### config.mk
export PLATFORM = sky130hd
export DESIGN_NAME = command_line_tokenizer_flat
export DESIGN_NICKNAME = d
export VERILOG_FILES = /design/src/hdl/clt_pkg.sv /design/src/hdl/clt_stream_if.sv /design/src/hdl/clt_front.sv /design/src/hdl/clt_queue.sv /design/src/hdl/clt_back.sv /design/src/hdl/command_line_tokenizer.sv /design/src/flat_wrapper.sv
export SDC_FILE = /design/constraint.sdc
export NUM_CORES = 1
export LEC_CHECK = 0
export BUFFER_PORTS_ARGS = -buffer_cell sky130_fd_sc_hd__buf_2
export CELL_PAD_IN_SITES_DETAIL_PLACEMENT = 1
export CELL_PAD_IN_SITES_GLOBAL_PLACEMENT = 1
export CORE_MARGIN = 4
export CORE_UTILIZATION = 31
export DETAILED_ROUTE_END_ITERATION = 10
export PLACE_DENSITY_LB_ADDON = 0.1
export REMOVE_ABC_BUFFERS = 1
export SLEW_MARGIN = 10
export SYNTH_ARGS = -nofsm -noshare
export SYNTH_HDL_FRONTEND = slang
export SYNTH_SLANG_ARGS = --single-unit
### constraint.sdc
create_clock -name clk -period 3 [get_ports clk]
set_input_delay 0.6 -clock clk [delete_from_list [all_inputs] [get_ports clk]]
set_output_delay 0.6 -clock clk [all_outputs]
set_load 0.01 [all_outputs]
### src/hdl/clt_pkg.sv
package clt_pkg;

  localparam logic [7:0] CH_BACKSLASH = 8'h5C;
  localparam logic [7:0] CH_QUOTE     = 8'h22;
  localparam logic [7:0] CH_SPACE     = 8'h20;
  localparam logic [7:0] CH_LOWER_N   = 8'h6E;
  localparam logic [7:0] CH_NEWLINE   = 8'h0A;

  // default depth of the front/back queue, in entries
  localparam int QUEUE_DEPTH = 4;

  typedef enum logic [1:0] {
    KIND_CHAR       = 2'd0,
    KIND_TOKEN_END  = 2'd1,
    KIND_LINE_END   = 2'd2,
    KIND_BAD_ESCAPE = 2'd3
  } kind_t;

  typedef struct packed {
    logic [7:0] byte_value;
    logic       byte_valid;
    logic       end_of_line;
  } in_item_t;

  typedef struct packed {
    kind_t      kind;
    logic [7:0] char_value;
    logic       token_is_name;
    logic       token_empty;
    logic       line_failed;
    logic       last;
  } result_t;

  // up to two results caused by one request
  typedef struct packed {
    result_t first;
    result_t second;
    logic    two;
  } entry_t;

endpackage

### src/hdl/clt_stream_if.sv
interface clt_stream_if #(
  parameter type item_t = logic
);
  logic  valid;
  logic  ready;
  item_t data;

  modport source (output valid, output data, input ready);
  modport sink (input valid, input data, output ready);
endinterface

### src/hdl/clt_front.sv
module clt_front (
  input  logic              clk,
  input  logic              rst,
  clt_stream_if.sink        chars,
  input  logic              full,
  output logic              push,
  output clt_pkg::entry_t   entry
);

  logic in_quotes, escape_pending, token_has_chars, name_done, line_error;
  logic in_quotes_next, escape_pending_next, token_has_chars_next;
  logic name_done_next, line_error_next;
  logic accept;
  logic [1:0] cnt;
  clt_pkg::result_t r0, r1, res;
  clt_pkg::in_item_t it;

  assign chars.ready = !full;
  assign accept = chars.valid && !full;
  assign it = chars.data;

  always_comb begin
    in_quotes_next       = in_quotes;
    escape_pending_next  = escape_pending;
    token_has_chars_next = token_has_chars;
    name_done_next       = name_done;
    line_error_next      = line_error;
    cnt = 2'd0;
    r0  = '0;
    r1  = '0;
    res = '0;

    // byte phase: at most one result
    if (it.byte_valid && !line_error) begin
      res.token_is_name = !name_done;
      if (escape_pending) begin
        escape_pending_next = 1'b0;
        if (it.byte_value == clt_pkg::CH_SPACE || it.byte_value == clt_pkg::CH_BACKSLASH ||
            it.byte_value == clt_pkg::CH_QUOTE) begin
          res.kind = clt_pkg::KIND_CHAR;
          res.char_value = it.byte_value;
          token_has_chars_next = 1'b1;
        end else if (it.byte_value == clt_pkg::CH_LOWER_N) begin
          res.kind = clt_pkg::KIND_CHAR;
          res.char_value = clt_pkg::CH_NEWLINE;
          token_has_chars_next = 1'b1;
        end else begin
          res.kind = clt_pkg::KIND_BAD_ESCAPE;
          res.char_value = it.byte_value;
          line_error_next = 1'b1;
        end
        cnt = 2'd1;
      end else if (it.byte_value == clt_pkg::CH_BACKSLASH) begin
        escape_pending_next = 1'b1;
      end else if (it.byte_value == clt_pkg::CH_QUOTE) begin
        in_quotes_next = !in_quotes;
      end else if (it.byte_value == clt_pkg::CH_SPACE && !in_quotes) begin
        if (token_has_chars) begin
          res.kind = clt_pkg::KIND_TOKEN_END;
          name_done_next = 1'b1;
          token_has_chars_next = 1'b0;
          cnt = 2'd1;
        end
      end else begin
        res.kind = clt_pkg::KIND_CHAR;
        res.char_value = it.byte_value;
        token_has_chars_next = 1'b1;
        cnt = 2'd1;
      end
      r0 = res;
    end

    // line end phase: dangling escape, then the line end itself
    if (it.end_of_line) begin
      res = '0;
      if (escape_pending_next && !line_error_next) begin
        res.kind = clt_pkg::KIND_BAD_ESCAPE;
        res.token_is_name = !name_done_next;
        line_error_next = 1'b1;
        r0 = res;
        cnt = 2'd1;
      end
      res = '0;
      res.kind          = clt_pkg::KIND_LINE_END;
      res.token_is_name = !name_done_next;
      res.token_empty   = !token_has_chars_next;
      res.line_failed   = line_error_next;
      if (cnt == 2'd0) begin
        r0 = res;
      end else begin
        r1 = res;
      end
      cnt = cnt + 2'd1;
      in_quotes_next       = 1'b0;
      escape_pending_next  = 1'b0;
      token_has_chars_next = 1'b0;
      name_done_next       = 1'b0;
      line_error_next      = 1'b0;
    end

    r0.last = (cnt == 2'd1);
    r1.last = 1'b1;
  end

  assign push         = accept && (cnt != 2'd0);
  assign entry.first  = r0;
  assign entry.second = r1;
  assign entry.two    = (cnt == 2'd2);

  always_ff @(posedge clk) begin
    if (rst) begin
      in_quotes       <= 1'b0;
      escape_pending  <= 1'b0;
      token_has_chars <= 1'b0;
      name_done       <= 1'b0;
      line_error      <= 1'b0;
    end else if (accept) begin
      in_quotes       <= in_quotes_next;
      escape_pending  <= escape_pending_next;
      token_has_chars <= token_has_chars_next;
      name_done       <= name_done_next;
      line_error      <= line_error_next;
    end
  end

  a_line_end_clears: assert property (@(posedge clk) disable iff (rst)
    (accept && it.end_of_line) |=>
      !(in_quotes || escape_pending || token_has_chars || name_done || line_error))
    else $error("state not cleared after line end");

  a_idle_holds: assert property (@(posedge clk) disable iff (rst)
    !accept |=> ($stable(in_quotes) && $stable(escape_pending) &&
                 $stable(token_has_chars) && $stable(name_done) && $stable(line_error)))
    else $error("state changed without a request");

endmodule

### src/hdl/clt_queue.sv
module clt_queue #(
  parameter int DEPTH = clt_pkg::QUEUE_DEPTH
) (
  input  logic            clk,
  input  logic            rst,
  input  logic            push,
  input  clt_pkg::entry_t wr_entry,
  input  logic            pop,
  output clt_pkg::entry_t head,
  output logic            full,
  output logic            empty
);

  localparam int PW = (DEPTH > 1) ? $clog2(DEPTH) : 1;
  localparam int CW = $clog2(DEPTH + 1);
  localparam logic [PW-1:0] LAST_PTR = PW'(DEPTH - 1);
  localparam logic [CW-1:0] FULL_CNT = CW'(DEPTH);

  clt_pkg::entry_t mem [DEPTH];
  logic [PW-1:0] wptr, rptr;
  logic [CW-1:0] count;

  assign full  = (count == FULL_CNT);
  assign empty = (count == '0);
  assign head  = mem[rptr];

  always_ff @(posedge clk) begin
    if (push) begin
      mem[wptr] <= wr_entry;
    end
  end

  always_ff @(posedge clk) begin
    if (rst) begin
      wptr  <= '0;
      rptr  <= '0;
      count <= '0;
    end else begin
      if (push) begin
        wptr <= (wptr == LAST_PTR) ? '0 : wptr + PW'(1);
      end
      if (pop) begin
        rptr <= (rptr == LAST_PTR) ? '0 : rptr + PW'(1);
      end
      if (push && !pop) begin
        count <= count + CW'(1);
      end else if (pop && !push) begin
        count <= count - CW'(1);
      end
    end
  end

  a_no_overflow: assert property (@(posedge clk) disable iff (rst) !(push && full))
    else $error("queue overflow");

  a_no_underflow: assert property (@(posedge clk) disable iff (rst) !(pop && empty))
    else $error("queue underflow");

endmodule

### src/hdl/clt_back.sv
module clt_back (
  input  logic            clk,
  input  logic            rst,
  input  clt_pkg::entry_t head,
  input  logic            empty,
  output logic            pop,
  clt_stream_if.source    tokens
);

  logic             out_valid;
  clt_pkg::result_t out_data;
  logic             sel;   // second result of the head entry is next
  logic             load;

  assign load = !out_valid || tokens.ready;
  assign pop  = load && !empty && (sel || !head.two);

  assign tokens.valid = out_valid;
  assign tokens.data  = out_data;

  always_ff @(posedge clk) begin
    if (rst) begin
      out_valid <= 1'b0;
      sel       <= 1'b0;
    end else if (load) begin
      out_valid <= !empty;
      if (!empty) begin
        out_data <= sel ? head.second : head.first;
        sel      <= !sel && head.two;
      end
    end
  end

  a_sel_has_entry: assert property (@(posedge clk) disable iff (rst) sel |-> !empty)
    else $error("second half selected with empty queue");

endmodule

### src/hdl/command_line_tokenizer.sv
// Channel   Dir  Payload                                        Handshake
// chars     in   byte_value, byte_valid, end_of_line            valid/ready
// tokens    out  kind, char_value, token_is_name, token_empty,  valid/ready
//                line_failed, last
//
// One request per cycle enters; the front classifies it and updates the line
// state in the same cycle, writing 0 to 2 results into a QUEUE_DEPTH-entry queue.
// The back drains one result per cycle, unless stalled, through a registered
// output; two-result requests hold the back for both, so throughput is set by the
// single-result output port. Results are registered in the queue and at the
// output. Reset (rst, synchronous) clears line state, queue and output valid.
// chars.ready drops only while the queue is full; tokens stalls back up there.
module command_line_tokenizer #(
  parameter int QUEUE_DEPTH = clt_pkg::QUEUE_DEPTH
) (
  input  logic          clk,
  input  logic          rst,
  clt_stream_if.sink    chars,
  clt_stream_if.source  tokens
);

  // front -> queue -> back
  logic            push, pop, full, empty;
  clt_pkg::entry_t wr_entry, head;

  // Front: decode quotes, escapes and spaces, track the command name flag.
  clt_front u_front (
    .clk   (clk),
    .rst   (rst),
    .chars (chars),
    .full  (full),
    .push  (push),
    .entry (wr_entry)
  );

  // Queue decouples input stalls from output stalls.
  clt_queue #(
    .DEPTH (QUEUE_DEPTH)
  ) u_queue (
    .clk      (clk),
    .rst      (rst),
    .push     (push),
    .wr_entry (wr_entry),
    .pop      (pop),
    .head     (head),
    .full     (full),
    .empty    (empty)
  );

  // Back: serialize each entry's one or two results onto the output port.
  clt_back u_back (
    .clk    (clk),
    .rst    (rst),
    .head   (head),
    .empty  (empty),
    .pop    (pop),
    .tokens (tokens)
  );

endmodule
### src/flat_wrapper.sv
// flat-port wrapper written by rule: the top's interface ports become plain ports
module command_line_tokenizer_flat 
#(
  parameter int QUEUE_DEPTH = clt_pkg::QUEUE_DEPTH
)
  (clk, rst, chars_valid, chars_data, chars_ready, tokens_valid, tokens_data, tokens_ready);
  clt_stream_if chars_i ();
  clt_stream_if tokens_i ();
  input  logic clk;
  input  logic rst;
  input wire logic [$bits(chars_i.valid)-1:0] chars_valid;
  input wire logic [$bits(chars_i.data)-1:0] chars_data;
  output wire logic [$bits(chars_i.ready)-1:0] chars_ready;
  output wire logic [$bits(tokens_i.valid)-1:0] tokens_valid;
  output wire logic [$bits(tokens_i.data)-1:0] tokens_data;
  input wire logic [$bits(tokens_i.ready)-1:0] tokens_ready;
  assign chars_i.valid = chars_valid;
  assign chars_i.data = chars_data;
  assign chars_ready = chars_i.ready;
  assign tokens_valid = tokens_i.valid;
  assign tokens_data = tokens_i.data;
  assign tokens_i.ready = tokens_ready;
  command_line_tokenizer #(.QUEUE_DEPTH(QUEUE_DEPTH)) u_core (.clk(clk), .rst(rst), .chars(chars_i), .tokens(tokens_i));
endmodule
==> impl_metrics.py, run 1 <==
metrics = {
    "clocking": {
        "cts-resized-gates": 0,
        "cts_root_buffer": "clkbuf_4",
        "cts_tree": "built",
        "cts.sinks": 15,
        "cts_made_buffers": 3,
        "clockBufferDepth": 2,
        "htree_levels": 1,
        "worstSkewPairLatency_ns": 0.28,
        "cts.clk_slew.worst_paths_ns": 0.09,
        "cts.hold.buffers_added": 0,
        "post_cts_buffers": 0,
    },
    "setup_path": {
        "critPathKind": "flip-flop to flip-flop",
        "max_stage_delay_ns": 0.48,
        "path_max_fanout": 5,
        "cpMostUsedCell": "or3_2",
        "startpoint_type": "flip-flop",
        "cp_cell_sequence": "or3_2 > nand2_1 > ha_1 > inv_1 > fa_1 > xor2_1 > or3_2 > a21oi_1",
        "crit_required_ns": 3.22,
        "path_delay_family": "simple AND/OR/NAND/NOR gates",
        "crit_path_end_kind": "flip-flop",
        "path_buf_inv": 1,
        "slowest_stage": "or3_2",
        "critPathArrivalTime_ns": 2.64,
    },
    "detailed_routing": {
        "vias": 433,
        "detail_route.first_pass.iterations": 2,
        "post_drt_wl_per_cell_um": 11.8,
        "met2WireLength_um": 516,
        "drc": 0,
        "ant_nets": 0,
        "wl_met1_um": 564,
        "drt-initial-drc-count": 8,
        "viasPerCell": 4.42,
        "route.met3.wl_um": 39,
        "top_layer": "met4",
        "wl_um": 1160,
    },
    "logic_synthesis": {
        "synth_seq_cells": 15,
        "yosys_warnings": 0,
        "synth_area_leaders": "dfxtp_1, edfxtp_1, ha_1, and2_2, mux4_2",
        "yosysSeqAreaShare": 0.495,
        "synth_cells": 61,
        "yosysTopAreaCell": "dfxtp_1",
        "avgSynthCellArea_um2": 11.6,
        "synth.distinct_cells": 24,
        "netlist_area_um2": 708,
        "synth.top_cell.area_share": 0.283,
    },
    "floorplanning": {
        "ioPinCount": 8,
        "die_y_um": 55.8,
        "die_x_um": 55.8,
        "num_rows": 17,
        "core_area_um2": 2190,
        "die_area_um2": 3110,
        "start_util": 0.323,
    },
    "sta": {
        "tightest_slew_ns": 0.381,
        "tns_ns": 0,
        "fmax_mhz": 414,
        "final_hold_viol_count": 0,
        "timing.clock.skew_ns": 0.000623,
        "finalSetupViolCount": 0,
        "maxSlewHeadroom": 0.744,
        "post-route-period-util": 0.806,
        "drv_slew": 0,
        "rsz0062_at_grt": "false",
        "worst_slack_ns": 0.582,
        "worst_hold_slack_ns": 0.511,
        "period_minus_slack_ns": 2.42,
    },
    "power": {
        "p_sw_frac": 0.340,
        "comb_power_share": 0.368,
        "clkPwrFrac": 0.170,
        "power_switching_uw": 225,
        "vdd_ir_drop_max_mv": 0.364,
        "p_per_area_nw_per_um2": 839,
        "seqPwrFrac": 0.462,
        "p_total_uw": 664,
        "power_leakage_nw": 0.327,
        "p_int_uw": 438,
    },
    "status": {
        "status": "finished clean",
    },
    "finish": {
        "syn_to_final_growth_pct": 11.7,
        "layout_commonest_cell": "dfxtp_1",
        "diodes": 0,
        "drive_gt1_frac": 0.271,
        "final-instance-count-excl-fill": 98,
        "layout_common_cells": "dfxtp_1, buf_2, ha_1",
        "num-fill-cells": 256,
        "fin_util": 0.361,
        "post-route-cell-area_um2": 791,
        "nets": 83,
    },
    "place": {
        "portBuffers": 7,
        "dp.cells": 94,
        "place_area_um2": 763,
        "dpl_worst_slack_ns": 0.465,
        "hpwl_um": 917,
        "gp_congestion": 0.651,
    },
    "grt": {
        "grt_use_total": 0.0923,
        "overflow": 0,
        "grt_max_degree": 12,
        "grt_first_pass_wirelength_um": 2150,
        "grt_pass1_vias": 450,
        "antenna_found_initial": 0,
    },
    "job": {
        "max_cap_violations": 0,
    },
    "worst_hold_path": {
        "min_path_type": "flip-flop to flip-flop",
    },
}
## metal layers
| layer | vias to the layer above | global-route usage |
|---|---|---|
| li1 | 228 | - |
| met1 | 196 | 0.120 |
| met2 | 5 | 0.125 |
| met3 | 4 | 0.0278 |
| met4 | 0 | 0.0729 |
| met5 | - | 0 |
## worst register-to-register path: stages (launching register included)
cell and delay (ns):
dfxtp_1 0.37, or3_2 0.48, nand2_1 0.12, ha_1 0.19, inv_1 0.07, fa_1 0.44, xor2_1 0.16, or3_2 0.40
a21oi_1 0.14
## cell type report
| type | instances | area, µm² | share of cell area |
|---|---|---|---|
| flip-flops and latches | 15 | 350 | 0.443 |
| clock inverters | 1 | 5.00 | 0.00633 |
| multi-input cells | 41 | 332 | 0.419 |
| repair buffers | 7 | 35.0 | 0.0443 |
| clock buffers | 3 | 22.5 | 0.0285 |
| inverters | 3 | 11.3 | 0.0142 |
| well taps | 28 | 35.0 | 0.0443 |
## synthesized netlist by cell type, drive strengths merged
cell type   n
nand3       1
buf         1
dfxtp      10
and3        1
nand2       1
or4         1
edfxtp      5
nor2        4
and2        4
xor2        2
fa          1
or3b        1
mux4        1
ha          6
nor2b       1
nand2b      3
mux2        1
a21oi       4
clkbuf      1
inv         3
mux2i       2
o21ai       3
or3         2
nor3        2
## cell families (layout without fill, tap and decap cells)
logic type	count (synthesis)	count (layout)	synth area share
compound gates	7	7	0.0495
fa+ha+maj	7	7	0.134
mux	4	4	0.0813
simple gates	21	21	0.178
buf+inv	5	14	0.0371
flops	15	15	0.495
xor+xnor	2	2	0.0247
## power groups by stage
stage | combinational [mW] | clock, mW | sequential, mW
6_report | 0.244 | 0.113 | 0.307
5_1_grt | 0.285 | 0.133 | 0.317
4_1_cts | 0.249 | 0.122 | 0.308
3_5_place_dp | 0.247 | 0 | 0.312
3_3_place_gp | 0.248 | 0 | 0.312
2_1_floorplan | 0.186 | 0 | 0.306
## worst paths after layout
check / from / to / slack (ns) / cells past startpoint
worst min-delay path: u_core.u_queue.count[2] / u_core.u_queue.count[2] / 0.51 / 2
worst max register to register: u_core.u_queue.count[0] / u_core.u_queue.count[2] / 0.58 / 8
worst min register to register: u_core.u_queue.count[2] / u_core.u_queue.count[2] / 0.51 / 2
worst max-delay path: u_core.u_queue.count[0] / u_core.u_queue.count[2] / 0.58 / 8
Note: power is estimated with default switching activity, not from simulation.
==> inputs of run 2 (changes only) <==
--- a/config.mk
+++ b/config.mk
@@ -5,6 +5,7 @@
 export SDC_FILE = /design/constraint.sdc
 export NUM_CORES = 1
 export LEC_CHECK = 0
+export ABC_AREA = 1
 export BUFFER_PORTS_ARGS = -buffer_cell sky130_fd_sc_hd__buf_2
 export CELL_PAD_IN_SITES_DETAIL_PLACEMENT = 1
 export CELL_PAD_IN_SITES_GLOBAL_PLACEMENT = 1
==> constraint.sdc (replaced) <==
create_clock -name clk -period 2.5 [get_ports clk]
set_input_delay 0.5 -clock clk [delete_from_list [all_inputs] [get_ports clk]]
set_output_delay 0.5 -clock clk [all_outputs]
set_load 0.01 [all_outputs]
==> impl_metrics.py, run 2 <==
metrics = {
    "floorplanning": {
        "start_util": 0.332,
        "die_x_um": 56.9,
        "num_rows": 17,
        "core_area_um2": 2230,
        "die_y_um": 56.9,
        "die_area_um2": 3240,
        "ioPinCount": 8,
    },
    "logic_synthesis": {
        "ys.flop_type": "dfxtp_1",
        "synth.top_cells.by_count": "inv_1, nor2_1, nand2_1",
        "netlist_area_um2": 741,
        "yosysSeqAreaShare": 0.473,
        "avgSynthCellArea_um2": 8.23,
        "synth-edff-count": 5,
        "yosysTopAreaCell": "dfxtp_1",
        "yosys_warnings": 0,
        "synth_area_leaders": "dfxtp_1, edfxtp_1, ha_1, inv_1, nor2_1",
        "synth_cells": 90,
        "synth.distinct_cells": 16,
        "synth.top_cell.area_share": 0.270,
        "synthArstFlopShare": 0,
        "synth_seq_cells": 15,
    },
    "place": {
        "dp.cells": 125,
        "gp_congestion": 0.693,
        "portBuffers": 7,
        "hpwl_um": 1120,
    },
    "clocking": {
        "clockBufferDepth": 2,
        "cts.clk_slew.worst_paths_ns": 0.09,
        "cts.sinks": 15,
        "cts-resized-gates": 0,
        "post_cts_buffers": 0,
        "cts_tree": "built",
        "cts_root_buffer": "clkbuf_4",
        "worstSkewPairLatency_ns": 0.28,
        "cts.hold.buffers_added": 0,
        "cts_made_buffers": 3,
        "htree_levels": 1,
    },
    "power": {
        "power_leakage_nw": 0.413,
        "p_per_area_nw_per_um2": 1080,
        "vdd_ir_drop_max_mv": 0.340,
    },
    "grt": {
        "overflow": 0,
        "antenna_found_initial": 0,
        "grt_pass1_vias": 545,
        "grt_max_degree": 9,
        "grt_first_pass_wirelength_um": 2380,
        "grt_use_total": 0.0966,
    },
    "sta": {
        "rsz0062_at_grt": "false",
        "tightest_slew_ns": 0.252,
        "tns_ns": 0,
        "maxSlewHeadroom": 0.832,
        "fmax_mhz": 512,
        "final_hold_viol_count": 0,
        "timing.clock.skew_ns": 0.00399,
        "drv_slew": 0,
        "finalSetupViolCount": 0,
        "period_minus_slack_ns": 1.95,
        "post-route-period-util": 0.781,
    },
    "job": {
        "max_cap_violations": 0,
    },
    "setup_path": {
        "crit_required_ns": 2.72,
        "startpoint_type": "flip-flop",
        "path_max_fanout": 6,
        "critPathArrivalTime_ns": 2.17,
        "crit_path_end_kind": "flip-flop",
        "critPathKind": "flip-flop to flip-flop",
    },
    "finish": {
        "layout_common_cells": "inv_1, nor2_1, nand2_1",
        "nets": 114,
        "final-instance-count-excl-fill": 129,
        "syn_to_final_growth_pct": 13.0,
        "fin_util": 0.375,
        "num-fill-cells": 282,
        "diodes": 0,
        "drive_gt1_frac": 0.149,
    },
    "detailed_routing": {
        "post_drt_wl_per_cell_um": 10.6,
        "drt-initial-drc-count": 6,
        "vias": 564,
        "wl_um": 1370,
        "viasPerCell": 4.37,
        "drc": 0,
        "ant_nets": 0,
        "detail_route.first_pass.iterations": 2,
    },
    "worst_hold_path": {
        "min_path_type": "input port to flip-flop",
    },
    "status": {
        "status": "finished clean",
    },
}
[run 2: cell types whose count changed in the layout (fill, tap and decap cells not counted), sizes merged, moves of 2 or more]
cell and delta:
nand3b +2, or3 -2, nor3 -2, nand2b -3, inv +15, and2 -4
mux2i -2, nand2 +17, nor2 +15
[run 2: metal layers]
metal,GRT usage,vias to the layer above,part of all wire
li1,-,299,-
met1,0.117,256,0.46
met2,0.153,7,0.49
met3,0.0276,2,0.040
met4,0.0497,0,0.013
met5,0,-,0
[run 2: power by group]
group / switching [mW] / leakage [nW] / internal, mW
Clock: 0.0751 / 0.0150 / 0.0618
Combinational: 0.230 / 0.269 / 0.150
Sequential: 0.0558 / 0.129 / 0.332
Total: 0.361 / 0.413 / 0.543
[run 2: per-stage QoR]
| step | setup slack [ns] | area (µm²) | total power [mW] | hold WS (ns) |
|---|---|---|---|---|
| after floorplan | 0.653 | 741 | 0.676 | 0.483 |
| after global placement | 0.370 | 811 | 0.760 | 0.519 |
| after detailed placement | 0.328 | 811 | 0.782 | 0.536 |
| after CTS | 0.508 | 837 | 0.927 | 0.396 |
| after global routing | 0.323 | 837 | 1.02 | 0.389 |
| final | 0.549 | 837 | 0.904 | 0.414 |
[run 2: path summary, 6_finish.rpt]
kind	start	to	slack (ns)	depth (start not counted)
worst max-delay path	u_core.u_queue.count[0]	u_core.u_queue.count[2]	0.55	12
worst min-delay path	rst	u_core.u_queue.count[0]	0.41	2
worst max register to register	u_core.u_queue.count[0]	u_core.u_queue.count[2]	0.55	12
worst min register to register	u_core.u_queue.rptr[1]	u_core.u_queue.rptr[1]	0.55	2
[run 2: cells by family after synthesis]
kind of cell,after synthesis,synth area share
AO/OA/AOI/OAI,7,0.0473
XOR/XNOR,1,0.0118
adder cells (fa/ha/maj),7,0.128
buffers and inverters,18,0.0912
flip-flops,15,0.473
AND/OR/NAND/NOR,42,0.248
[run 2: area by class of cell]
cell class | count | area, µm² | area share
sequential | 15 | 350 | 0.419
inverter | 18 | 67.6 | 0.0807
clock buffer | 4 | 26.3 | 0.0314
tap | 28 | 35.0 | 0.0419
timing repair buffer | 7 | 35.0 | 0.0419
multi-input combinational | 57 | 323 | 0.386
[run 2: worst max-delay path: stages, from the launching register on]
cell and delay [ns]:
dfxtp_1 0.42, nor2_2 0.09, nand2_2 0.12, nand2_1 0.13, inv_1 0.09, ha_1 0.17
inv_1 0.08, fa_1 0.43, nand2_1 0.10, nand3_1 0.08, nand2_1 0.06, inv_1 0.03
nor2_1 0.10
